## src/rtl/sfs_pkg.sv

```systemverilog
// Shared types, codes and widths of the screen fade sequencer.
package sfs_pkg;

	localparam int TIME_WIDTH      = 16;
	localparam int ELAPSED_WIDTH   = TIME_WIDTH + 1;
	localparam int ALPHA_WIDTH     = 8;
	localparam int NUM_WIDTH       = ALPHA_WIDTH + TIME_WIDTH;
	localparam int STEP_WIDTH      = $clog2(ALPHA_WIDTH);
	localparam int QUEUE_DEPTH     = 2;
	localparam int CFG_INDEX_WIDTH = 2;

	// request codes
	localparam logic [1:0] REQ_TICK     = 2'd0;
	localparam logic [1:0] REQ_ACTIVATE = 2'd1;
	localparam logic [1:0] REQ_DISABLE  = 2'd2;

	// register indexes
	localparam logic [CFG_INDEX_WIDTH-1:0] REG_FADE_DUR   = 2'd0;
	localparam logic [CFG_INDEX_WIDTH-1:0] REG_UNFADE_DUR = 2'd1;
	localparam logic [CFG_INDEX_WIDTH-1:0] REG_BASE_ALPHA = 2'd2;

	typedef enum logic [1:0] {
		PH_OFF    = 2'd0,
		PH_FADE   = 2'd1,
		PH_UNFADE = 2'd2
	} phase_t;

	typedef enum logic [1:0] {
		MD_FADE        = 2'd0,
		MD_UNFADE      = 2'd1,
		MD_FADE_UNFADE = 2'd2,
		MD_UNFADE_FADE = 2'd3
	} mode_t;

	typedef enum logic [1:0] {
		BK_IDLE,
		BK_DIV,
		BK_DONE
	} back_state_t;

	typedef struct packed {
		logic [1:0]            req_type;
		logic [1:0]            fade_mode;
		logic [TIME_WIDTH-1:0] tick_amount;
	} req_t;

	typedef struct packed {
		logic                   active;
		logic [1:0]             phase;
		logic [ALPHA_WIDTH-1:0] alpha;
	} rsp_t;

	// work handed from front to back: either a finished alpha or a division
	typedef struct packed {
		phase_t                 phase;
		logic                   bypass;
		logic [ALPHA_WIDTH-1:0] alpha;
		logic [NUM_WIDTH-1:0]   num;
		logic [TIME_WIDTH-1:0]  divisor;
	} job_t;

endpackage

```

## src/rtl/sfs_front.sv

```systemverilog
// Front end: request decode, phase/elapsed state update, division job setup.
module sfs_front import sfs_pkg::*; (
	input  logic                       clk,
	input  logic                       arst_n,
	input  logic                       req_valid,
	output logic                       req_stall,
	input  req_t                       req,
	input  logic                       cfg_valid,
	output logic                       cfg_ready,
	input  logic [CFG_INDEX_WIDTH-1:0] cfg_index,
	input  logic [TIME_WIDTH-1:0]      cfg_data,
	output logic                       job_valid,
	input  logic                       job_full,
	output job_t                       job
);

	logic [TIME_WIDTH-1:0]    fade_dur_q;
	logic [TIME_WIDTH-1:0]    unfade_dur_q;
	logic [ALPHA_WIDTH-1:0]   base_alpha_q;
	phase_t                   phase_q;
	mode_t                    mode_q;
	logic [ELAPSED_WIDTH-1:0] elapsed_q;
	logic                     pend_q;

	phase_t                   phase_d;
	mode_t                    mode_d;
	logic [ELAPSED_WIDTH-1:0] elapsed_d;
	logic [ELAPSED_WIDTH:0]   sum;
	logic [ELAPSED_WIDTH-1:0] sat;
	logic                     accept;

	assign accept    = req_valid && !pend_q;
	assign req_stall = pend_q;
	assign cfg_ready = 1'b1;
	assign job_valid = pend_q;

	// configuration registers
	always_ff @(posedge clk or negedge arst_n) begin
		if (!arst_n) begin
			fade_dur_q   <= '0;
			unfade_dur_q <= '0;
			base_alpha_q <= '0;
		end else if (cfg_valid) begin
			unique case (cfg_index)
				REG_FADE_DUR:   fade_dur_q   <= cfg_data;
				REG_UNFADE_DUR: unfade_dur_q <= cfg_data;
				REG_BASE_ALPHA: base_alpha_q <= cfg_data[ALPHA_WIDTH-1:0];
				default: ;
			endcase
		end
	end

	// saturating tick add
	assign sum = {1'b0, elapsed_q} + {{(ELAPSED_WIDTH-TIME_WIDTH+1){1'b0}}, req.tick_amount};
	assign sat = sum[ELAPSED_WIDTH] ? {ELAPSED_WIDTH{1'b1}} : sum[ELAPSED_WIDTH-1:0];

	// next phase, mode and elapsed count
	always_comb begin
		phase_d   = phase_q;
		mode_d    = mode_q;
		elapsed_d = elapsed_q;
		unique case (req.req_type)
			REQ_TICK: begin
				if (phase_q == PH_FADE) begin
					elapsed_d = sat;
					if (sat > {1'b0, fade_dur_q}) begin
						if (mode_q == MD_FADE || mode_q == MD_UNFADE_FADE) begin
							phase_d   = PH_OFF;
							elapsed_d = '0;
						end else begin
							phase_d   = PH_UNFADE;
							elapsed_d = sat - {1'b0, fade_dur_q};
						end
					end
				end else if (phase_q == PH_UNFADE) begin
					elapsed_d = sat;
					if (sat > {1'b0, unfade_dur_q}) begin
						if (mode_q == MD_UNFADE || mode_q == MD_FADE_UNFADE) begin
							phase_d   = PH_OFF;
							elapsed_d = '0;
						end else begin
							phase_d   = PH_FADE;
							elapsed_d = sat - {1'b0, unfade_dur_q};
						end
					end
				end
			end
			REQ_ACTIVATE: begin
				mode_d  = mode_t'(req.fade_mode);
				phase_d = (mode_d == MD_FADE || mode_d == MD_FADE_UNFADE) ? PH_FADE
					: PH_UNFADE;
			end
			REQ_DISABLE: begin
				phase_d   = PH_OFF;
				elapsed_d = '0;
			end
			default: ;
		endcase
	end

	// state registers; one word held until its job is queued
	always_ff @(posedge clk or negedge arst_n) begin
		if (!arst_n) begin
			phase_q   <= PH_OFF;
			mode_q    <= MD_FADE;
			elapsed_q <= '0;
			pend_q    <= 1'b0;
		end else begin
			if (accept) begin
				phase_q   <= phase_d;
				mode_q    <= mode_d;
				elapsed_q <= elapsed_d;
				pend_q    <= 1'b1;
			end else if (pend_q && !job_full) begin
				pend_q <= 1'b0;
			end
		end
	end

	// job from the updated state: trivial cases bypass the divider
	logic [TIME_WIDTH-1:0] mul_op;
	logic                  at_end_fade;
	logic                  at_end_unfade;

	assign at_end_fade   = elapsed_q >= {1'b0, fade_dur_q};
	assign at_end_unfade = elapsed_q >= {1'b0, unfade_dur_q};

	always_comb begin
		job.phase   = phase_q;
		job.bypass  = 1'b1;
		job.alpha   = '0;
		job.divisor = fade_dur_q;
		mul_op      = elapsed_q[TIME_WIDTH-1:0];
		unique case (phase_q)
			PH_FADE: begin
				if (fade_dur_q == '0 || at_end_fade) begin
					job.alpha = base_alpha_q;
				end else begin
					job.bypass = 1'b0;
				end
			end
			PH_UNFADE: begin
				job.divisor = unfade_dur_q;
				mul_op      = unfade_dur_q - elapsed_q[TIME_WIDTH-1:0];
				if (!(unfade_dur_q == '0 || at_end_unfade)) begin
					job.bypass = 1'b0;
				end
			end
			default: ;
		endcase
		job.num = {{TIME_WIDTH{1'b0}}, base_alpha_q} * {{ALPHA_WIDTH{1'b0}}, mul_op};
	end

endmodule

```

## src/rtl/sfs_queue.sv

```systemverilog
// Short job queue between front and back.
module sfs_queue import sfs_pkg::*; #(
	parameter int DEPTH = QUEUE_DEPTH
) (
	input  logic clk,
	input  logic arst_n,
	input  logic push,
	input  job_t push_data,
	output logic full,
	input  logic pop,
	output logic valid,
	output job_t pop_data
);

	localparam int PTR_W = (DEPTH > 1) ? $clog2(DEPTH) : 1;
	localparam int CNT_W = $clog2(DEPTH + 1);

	job_t             mem_q [DEPTH];
	logic [PTR_W-1:0] wr_ptr_q;
	logic [PTR_W-1:0] rd_ptr_q;
	logic [CNT_W-1:0] count_q;
	logic             do_push;
	logic             do_pop;

	assign full     = count_q == CNT_W'(DEPTH);
	assign valid    = count_q != '0;
	assign do_push  = push && !full;
	assign do_pop   = pop && valid;
	assign pop_data = mem_q[rd_ptr_q];

	// entry storage
	always_ff @(posedge clk) begin
		if (do_push) begin
			mem_q[wr_ptr_q] <= push_data;
		end
	end

	// pointers and fill count
	always_ff @(posedge clk or negedge arst_n) begin
		if (!arst_n) begin
			wr_ptr_q <= '0;
			rd_ptr_q <= '0;
			count_q  <= '0;
		end else begin
			if (do_push) begin
				wr_ptr_q <= (wr_ptr_q == PTR_W'(DEPTH - 1)) ? '0 : wr_ptr_q + 1'b1;
			end
			if (do_pop) begin
				rd_ptr_q <= (rd_ptr_q == PTR_W'(DEPTH - 1)) ? '0 : rd_ptr_q + 1'b1;
			end
			if (do_push && !do_pop) begin
				count_q <= count_q + 1'b1;
			end else if (do_pop && !do_push) begin
				count_q <= count_q - 1'b1;
			end
		end
	end

endmodule

```

## src/rtl/sfs_back.sv

```systemverilog
// Back end: bit-serial alpha divider and result register.
module sfs_back import sfs_pkg::*; (
	input  logic clk,
	input  logic arst_n,
	input  logic job_valid,
	output logic job_pop,
	input  job_t job,
	output logic rsp_valid,
	input  logic rsp_stall,
	output rsp_t rsp
);

	back_state_t            state_q;
	back_state_t            state_d;
	logic [STEP_WIDTH-1:0]  cnt_q;
	logic [TIME_WIDTH-1:0]  rem_q;
	logic [TIME_WIDTH-1:0]  div_q;
	logic [ALPHA_WIDTH-1:0] low_q;
	logic [ALPHA_WIDTH-1:0] quo_q;
	phase_t                 phase_q;
	logic                   rsp_valid_q;
	rsp_t                   rsp_q;

	logic [TIME_WIDTH:0]    trial;
	logic                   ge;
	logic [TIME_WIDTH:0]    diff;
	logic                   load_rsp;

	assign rsp_valid = rsp_valid_q;
	assign rsp       = rsp_q;

	// one restoring step: quotient is known to fit in ALPHA_WIDTH bits
	assign trial = {rem_q, low_q[ALPHA_WIDTH-1]};
	assign ge    = trial >= {1'b0, div_q};
	assign diff  = trial - {1'b0, div_q};

	// next state and handshake
	always_comb begin
		state_d  = state_q;
		job_pop  = 1'b0;
		load_rsp = 1'b0;
		unique case (state_q)
			BK_IDLE: begin
				if (job_valid) begin
					job_pop = 1'b1;
					state_d = job.bypass ? BK_DONE : BK_DIV;
				end
			end
			BK_DIV: begin
				if (cnt_q == STEP_WIDTH'(ALPHA_WIDTH - 1)) begin
					state_d = BK_DONE;
				end
			end
			BK_DONE: begin
				if (!rsp_valid_q || !rsp_stall) begin
					load_rsp = 1'b1;
					state_d  = BK_IDLE;
				end
			end
			default: state_d = BK_IDLE;
		endcase
	end

	always_ff @(posedge clk or negedge arst_n) begin
		if (!arst_n) begin
			state_q <= BK_IDLE;
		end else begin
			state_q <= state_d;
		end
	end

	// divider datapath
	always_ff @(posedge clk) begin
		if (state_q == BK_IDLE && job_valid) begin
			phase_q <= job.phase;
			quo_q   <= job.alpha;
			rem_q   <= job.num[NUM_WIDTH-1:ALPHA_WIDTH];
			low_q   <= job.num[ALPHA_WIDTH-1:0];
			div_q   <= job.divisor;
			cnt_q   <= '0;
		end else if (state_q == BK_DIV) begin
			rem_q <= ge ? diff[TIME_WIDTH-1:0] : trial[TIME_WIDTH-1:0];
			low_q <= {low_q[ALPHA_WIDTH-2:0], 1'b0};
			quo_q <= {quo_q[ALPHA_WIDTH-2:0], ge};
			cnt_q <= cnt_q + 1'b1;
		end
	end

	// result register
	always_ff @(posedge clk or negedge arst_n) begin
		if (!arst_n) begin
			rsp_valid_q <= 1'b0;
		end else if (load_rsp) begin
			rsp_valid_q <= 1'b1;
		end else if (!rsp_stall) begin
			rsp_valid_q <= 1'b0;
		end
	end

	always_ff @(posedge clk) begin
		if (load_rsp) begin
			rsp_q.active <= phase_q != PH_OFF;
			rsp_q.phase  <= phase_q;
			rsp_q.alpha  <= quo_q;
		end
	end

endmodule

```

## src/rtl/screen_fade_sequencer_core.sv

```systemverilog
// Screen fade sequencer top level: front end, job queue and divider back end.
// A request word that needs a division passes the front end, the job queue, the 8-step
// serial divider and the result register; a trivial alpha (off, zero or ended phase)
// bypasses the divider. The back end works on one job at a time, and the front end
// takes a new word only once the last one's job is queued, while the queue has room.
// Reset (arst_n low): phase off, fade mode, elapsed zero, registers zero, queue empty.
module screen_fade_sequencer_core import sfs_pkg::*; #(
	parameter int QUEUE_DEPTH_P = QUEUE_DEPTH
) (
	input  logic                       clk,
	input  logic                       arst_n,
	input  logic                       req_valid,
	output logic                       req_stall,
	input  req_t                       req,
	output logic                       rsp_valid,
	input  logic                       rsp_stall,
	output rsp_t                       rsp,
	input  logic                       cfg_valid,
	output logic                       cfg_ready,
	input  logic [CFG_INDEX_WIDTH-1:0] cfg_index,
	input  logic [TIME_WIDTH-1:0]      cfg_data
);

	logic push;
	logic full;
	logic pop;
	logic q_valid;
	job_t push_job;
	job_t pop_job;

	sfs_front u_front (
		.clk       (clk),
		.arst_n    (arst_n),
		.req_valid (req_valid),
		.req_stall (req_stall),
		.req       (req),
		.cfg_valid (cfg_valid),
		.cfg_ready (cfg_ready),
		.cfg_index (cfg_index),
		.cfg_data  (cfg_data),
		.job_valid (push),
		.job_full  (full),
		.job       (push_job)
	);

	sfs_queue #(
		.DEPTH (QUEUE_DEPTH_P)
	) u_queue (
		.clk       (clk),
		.arst_n    (arst_n),
		.push      (push),
		.push_data (push_job),
		.full      (full),
		.pop       (pop),
		.valid     (q_valid),
		.pop_data  (pop_job)
	);

	sfs_back u_back (
		.clk       (clk),
		.arst_n    (arst_n),
		.job_valid (q_valid),
		.job_pop   (pop),
		.job       (pop_job),
		.rsp_valid (rsp_valid),
		.rsp_stall (rsp_stall),
		.rsp       (rsp)
	);

endmodule

```

## config.mk

```make
export PLATFORM = sky130hd
export DESIGN_NAME = screen_fade_sequencer_core
export DESIGN_NICKNAME = d
export VERILOG_FILES = /design/src/rtl/sfs_pkg.sv /design/src/rtl/sfs_front.sv /design/src/rtl/sfs_queue.sv /design/src/rtl/sfs_back.sv /design/src/rtl/screen_fade_sequencer_core.sv
export SDC_FILE = /design/constraint.sdc
export NUM_CORES = 1
export LEC_CHECK = 0
export ABC_CLOCK_PERIOD_IN_PS = 11550
export BUFFER_PORTS_ARGS = -buffer_cell sky130_fd_sc_hd__buf_2
export CAP_MARGIN = 40
export CORE_MARGIN = 8
export CORE_UTILIZATION = 55
export CTS_BUF_LIST = sky130_fd_sc_hd__clkbuf_4 sky130_fd_sc_hd__clkbuf_8
export DETAILED_ROUTE_END_ITERATION = 10
export PLACE_DENSITY = 0.68
export SLEW_MARGIN = 20
export SYNTH_ARGS = -nofsm -noshare
export SYNTH_HDL_FRONTEND = slang
export SYNTH_HIERARCHICAL = 1
export SYNTH_SLANG_ARGS = --single-unit
export TNS_END_PERCENT = 100
```

## constraint.sdc

```tcl
create_clock -name clk -period 11.55 [get_ports clk]
set_input_delay 2.31 -clock clk [delete_from_list [all_inputs] [get_ports clk]]
set_output_delay 2.31 -clock clk [all_outputs]
set_load 0.005 [all_outputs]
```

* After elaboration in Yosys (flattened, before gate mapping)
Memory sizes are Yosys's and may differ from the RTL's.
Index checks and enable logic that the tools add are counted.
** Cells by class
- Add/subtract/negate cells :: 10
- Multipliers :: 1
- Order comparisons :: 5
- Eq/ne operators :: 21
- Mux-type cells :: 49
- Reductions and logical operators :: 39
** Operator list (number)
- $mux 17 :: 7
- $mux 16 :: 5
- $ge 17x16->1 :: 3
- $mux 8 :: 6
- $gt 17x16->1 :: 2
- $pmux 17 s2 :: 1
- $sub 17x16->17 :: 2
- $logic_not 16->1 :: 2
- $sub 16x16->16 :: 2
- $mul 8x16->24 :: 1
- $mux 2 :: 12
- $add 17x16->18 :: 1
- $eq 2x2->1 const B :: 8
- $mux 1 :: 15
- $pmux 2 s3 :: 2
- $reduce_bool 2->1 :: 6
- $eq 2x1->1 const B :: 5
- $logic_not 2->1 :: 5
- $ne 2x1->1 const B :: 4
- $reduce_and 2->1 :: 4
- $logic_and 1x1->1 :: 6
- $logic_not 1->1 :: 6
- $logic_or 1x1->1 :: 6
- $ne 3x1->1 const B :: 2
- other kinds (10) :: 12
** Storage, ports and cells
- Register bits :: 133
- Bits in writable memories :: 102
- Input bits :: 43
- Output and inout bits :: 14
- Logic and storage cells :: 147
- Memories kept :: 1
** Memory list
- u_queue.mem_q :: words 2, width 51, read ports 1, clocked after Yosys merged registers in 0, write ports 1, RTL line sfs_queue.sv:18 : job_t mem_q [DEPTH];

* Longest topological paths before layout
- Depth in word-level cells :: 8
- Gate-level depth with buffers :: 28
- Gate-level depth less buffers :: 28

* By module
Netlist, hierarchy kept.
** Modules (own cells, without submodules)
- sfs_front :: times used 1, cells an instance 1336, area each 11282.1 um^2, seq. area each 1551.5 um^2
- sfs_queue :: times used 1, cells an instance 178, area each 4130.2 um^2, seq. area each 3163.0 um^2
- sfs_back :: times used 1, cells an instance 329, area each 3560.9 um^2, seq. area each 1966.9 um^2

* Least setup slack after synthesis
No wires, ideal clock.
- Path kind :: register to register
- Start :: register u_front.unfade_dur_q[1]
- End :: memory u_queue/mem_q[0][39] (netlist bit), data pin
- Setup time :: 0.184 ns
- Arrival time :: 6.561 ns
- Required time :: 11.366 ns
- Slack :: 4.805 ns
- Cell stages (with the launch flop) :: 26
- Clock period less this slack :: 6.745 ns
- Cell sequence :: dfrtp_1 -> inv_1 -> ha_1 -> nor2b_1 -> o21a_1 -> o21a_1 -> o21ai_0 -> a21boi_0 -> o21ai_0 -> a211oi_1 -> a211oi_1 -> nor2b_1 -> fa_1 -> fa_1 -> fa_1 -> inv_1 -> fa_1 -> inv_1 -> ha_1 -> a2111o_1 -> o21ba_2 -> o41ai_1 -> o21ai_0 -> o41ai_2 -> nor2_1 -> a211oi_1
** RTL lines
- start: declaration :: RTL line sfs_front.sv:18 : logic [TIME_WIDTH-1:0] unfade_dur_q;
- start signal: assignment :: RTL line sfs_front.sv:46 : REG_UNFADE_DUR: unfade_dur_q <= cfg_data;
- end: declaration :: RTL line sfs_queue.sv:18

==> results.md <==
- The mapped netlist covers 0.01897 sq mm.
- The library cell used most frequently in the layout, excluding fill and tap cells, is sky130_fd_sc_hd__inv_1.
- Detailed routing inserted a total of 13,820 vias.
- The global router's overall resource usage is 0.2246.
- The number of instances in the synthesized netlist is 1,843.
- The detail route stage leaves a number of antenna-violating nets equal to 0.
- The worst setup path is launched from a flip-flop.
- The final count of hold timing violations is 0.
- The number of buffers added on ports is 55.
- The worst setup path startpoint is u_front/unfade_dur_q[2].
- The run finished with clean final reports.
- In this run, synthesis produced a sequential element count of 235.
- Max-cap violations in this run came to 0.
- The number of antenna violations at the first check in global routing is 3.
- The latest clock arrival within the worst-skew pair is 0.59 ns.
- In this run the standard cell core region covers 0.03429 sq mm.
- Of all flip-flops after synthesis, the portion carrying an async set or reset was 0.2936.
- The number of setup buffers added after CTS is 0.
- The count of cells in the finished layout, fillers not included, comes to 2,407.
- Of all nets on the critical path, the largest fanout is 8.
- The total iterations of the first detailed-routing run is 5.
- Counting tap cells, the placed design contains a total of 2,327 instances.
- The required time of the worst setup path is 11.86 ns.
- The number of buffers added by the clock tree synthesis step is 42.
- Data on the critical path arrives at its endpoint at 7.95 ns.
- The library cells used most frequently in the layout, excluding fill and tap cells, are 190 x sky130_fd_sc_hd__inv_1, 164 x sky130_fd_sc_hd__nand2_1, 163 x sky130_fd_sc_hd__ha_1, 163 x sky130_fd_sc_hd__edfxtp_1, 98 x sky130_fd_sc_hd__nor2b_1.
- The part of the Yosys area used for sequential elements is 0.3521.
- At the pin with the least slew margin, the transition time is 0.9114 ns.
- The final weighted congestion in routability-driven placement is 0.9316.
- The origin of the worst min-delay path is u_back/quo_q[7].
- For this run, the number of Yosys warnings is 6.
- After floorplanning, the core was divided into 68 placement rows.
- The clock root buffer master is sky130_fd_sc_hd__clkbuf_8.
- Buffers inserted to repair hold after CTS numbered 0.
- The clock slew seen by the registers of the worst setup and hold paths is 0.06 ns.
- The worst pin sits at a relative slew slack of 0.3901.
- The number of flops mapped to enable cells by yosys is 163.
- Setup repair after global routing left no endpoint under its margin.
- The clock passes through at most 3 buffers.
- Measured along the x axis, the die boundary spans 201.7 um.
- In the finished design, the share of the clock period the worst path needs comes to 0.6615.
- The dominant synthesized flop cell is sky130_fd_sc_hd__edfxtp_1.
- The setup-violating endpoint count in the final report is 0.
- The H-tree was split into 2 levels.
- Counting distinct cell types in the post-synthesis netlist gives 87.
- The wire length of the first global-routing pass is 74,030 um.
- By startpoint and endpoint, the worst setup path is classified as reg2reg.
- The detailed router finished its first iteration with 917 violations.
- The synthesized netlist net count is 2,138.
- The net count reported at finish is 2,213.
- The worst path setup slack after routing is 3.909 ns.
- Clock tree synthesis found a total of 235 sinks.
- The total I/O pin count is 57.
- TritonCTS built the clock tree.
- The mean cell area of the mapped netlist is 10.29 sq um.
- After clock tree synthesis, the repair step resized 0 gates.
- The wire length after detailed routing is 45,850 um.
- Relative to the synthesized area, the layout overhead comes to 8.560%.
- The most numerous cell type found on the critical path is sky130_fd_sc_hd__fa_1.
- In the final layout, the share of cells above drive strength 1 is 0.1429.
- The worst slack after detailed placement is 3.802 ns.
- The detailed-route wire length per cell is 19.05 um.
- For the final database, setup skew stands at 0.04741 ns.
- The peak clock frequency supported by timing is 0.1309 GHz.
- The die is 201.7 um tall.
- The startpoint identified for the worst register-to-register timing path is u_front/unfade_dur_q[2].
- In this run the worst hold path is classified as reg2reg.
- 0 antenna diodes ended up in the layout.
- The initial core utilization is 0.5533.
- Subtracting the final worst setup slack from the clock period gives 7.641 ns.
- The final HPWL from detailed placement is 35,640 um.
- The total congestion overflow is 0.
- In the routed layout, each cell is associated on average with a via count of 5.743.
- The via count of the first global-routing pass came to 13,800.
- The slowest cell on the critical path is sky130_fd_sc_hd__a31oi_1.
- Entering global routing, the biggest net connects 56 pins.
- The detailed-route DRC error count is 0.
- The worst setup path is captured at a flip-flop.
- The delay of the slowest cell on the worst path is 0.59 ns.
- The die area is 0.04070 sq mm.
- Adding up every negative setup slack in the final design gives 0 ns.
- The number of slew-limit violations in the final report is 0.
layer usage:
metal  track usage  part of all wire
met5             0           0.00094
met3       0.04519             0.064
met2        0.3466              0.44
met4       0.06705             0.025
met1        0.3159              0.47
worst max-delay path, delay by kind of cell (launching register included):
family	cells	cell delay [ns]
buffers and inverters	3	0.20
adders and majority gates	6	2.77
AOI/OAI and AO/OA	11	2.94
and+or+nand+nor	4	0.90
DFF	1	0.43
xor gates and xnor gates	1	0.10
flip-flops by register name, indices dropped and copies added, names as in the netlist, 8 cells and up:
signal and cells:
u_back/low_q 8, u_front/base_alpha_q 8, u_front/fade_dur_q 16, u_queue/mem_q 102, u_front/elapsed_q 17, u_front/unfade_dur_q 16
u_back/quo_q 8, u_back/div_q 16, u_back/rsp 11, u_back/rem_q 16
stage by stage:
| stage | utilization | hold WS, ns | cell area, sq um |
|---|---|---|---|
| floorplan | - | 0.4003 | 18970 |
| global placement | 0.5730 | 0.4032 | 19650 |
| detailed placement | 0.5757 | 0.4164 | 19740 |
| CTS | 0.6004 | 0.4289 | 20590 |
| global route | 0.6007 | 0.4495 | 20600 |
| finish | 0.6007 | 0.4281 | 20600 |
synthesized netlist by cell type (8+ instances only):
cell,n,area share
sky130_fd_sc_hd__mux2_4,49,0.039
sky130_fd_sc_hd__a21oi_1,82,0.022
sky130_fd_sc_hd__edfxtp_1,163,0.26
sky130_fd_sc_hd__nand2_1,164,0.032
sky130_fd_sc_hd__mux2_2,36,0.021
sky130_fd_sc_hd__xnor2_1,51,0.024
sky130_fd_sc_hd__fa_1,89,0.094
sky130_fd_sc_hd__o21bai_1,9,0.0036
sky130_fd_sc_hd__and2_1,39,0.013
sky130_fd_sc_hd__or3_1,13,0.0043
sky130_fd_sc_hd__o21ai_0,91,0.024
sky130_fd_sc_hd__or2_2,15,0.0049
sky130_fd_sc_hd__a21o_1,38,0.015
sky130_fd_sc_hd__nand4_1,14,0.0046
sky130_fd_sc_hd__nor2b_1,98,0.032
sky130_fd_sc_hd__a2bb2oi_1,8,0.0037
sky130_fd_sc_hd__clkbuf_1,29,0.0057
sky130_fd_sc_hd__xor2_1,22,0.010
sky130_fd_sc_hd__dfrtp_1,69,0.091
sky130_fd_sc_hd__nor3_1,20,0.0053
sky130_fd_sc_hd__ha_1,163,0.11
sky130_fd_sc_hd__mux2i_1,21,0.011
sky130_fd_sc_hd__a31oi_1,17,0.0056
sky130_fd_sc_hd__o211ai_1,12,0.0047
sky130_fd_sc_hd__and3_1,14,0.0046
sky130_fd_sc_hd__o21a_1,24,0.0095
sky130_fd_sc_hd__nand2b_1,40,0.013
sky130_fd_sc_hd__o21ai_1,11,0.0029
sky130_fd_sc_hd__nor2_1,75,0.015
sky130_fd_sc_hd__nand3_1,20,0.0053
sky130_fd_sc_hd__inv_1,190,0.038
sky130_fd_sc_hd__a211oi_1,16,0.0063
sky130_fd_sc_hd__nor4_1,13,0.0043
final timing paths:
kind / endpoint / slack (ns) / depth (start not counted)
max: u_queue/mem_q[1][38] / 3.91 / 25
min: u_back/rsp[7] / 0.43 / 0
max reg2reg: u_queue/mem_q[1][38] / 3.91 / 25
min reg2reg: u_back/rsp[7] / 0.43 / 0
max in group asynchronous: u_queue/rd_ptr_q / 9.25 / 2
min in group asynchronous: u_front/unfade_dur_q[2] / 1.67 / 1
cell type report:
| class | count | area [sq um] |
|---|---|---|
| Tap cell | 455 | 569.3 |
| Clock inverter | 17 | 95.09 |
| Timing Repair Buffer | 79 | 493.0 |
| Sequential cell | 235 | 6683 |
| Multi-Input combinational cell | 1369 | 11290 |
| Clock buffer | 61 | 752.0 |
| Inverter | 191 | 716.9 |
| Fill cell | 2894 | 13690 |
cells by family (layout without fill, tap and decap cells):
family	Yosys count	in the layout	share of synthesized area
other cells	1	1	0.0001976
flops	235	235	0.3521
compound gates	389	389	0.1376
xor+xnor	73	73	0.03370
mux	107	107	0.07241
simple gates	547	547	0.1489
fa+ha+maj	252	252	0.2014
buf+inv	239	348	0.05361
Power is not shown: default switching activity piles up to over one toggle a cycle in this logic, so the estimate is an artifact.
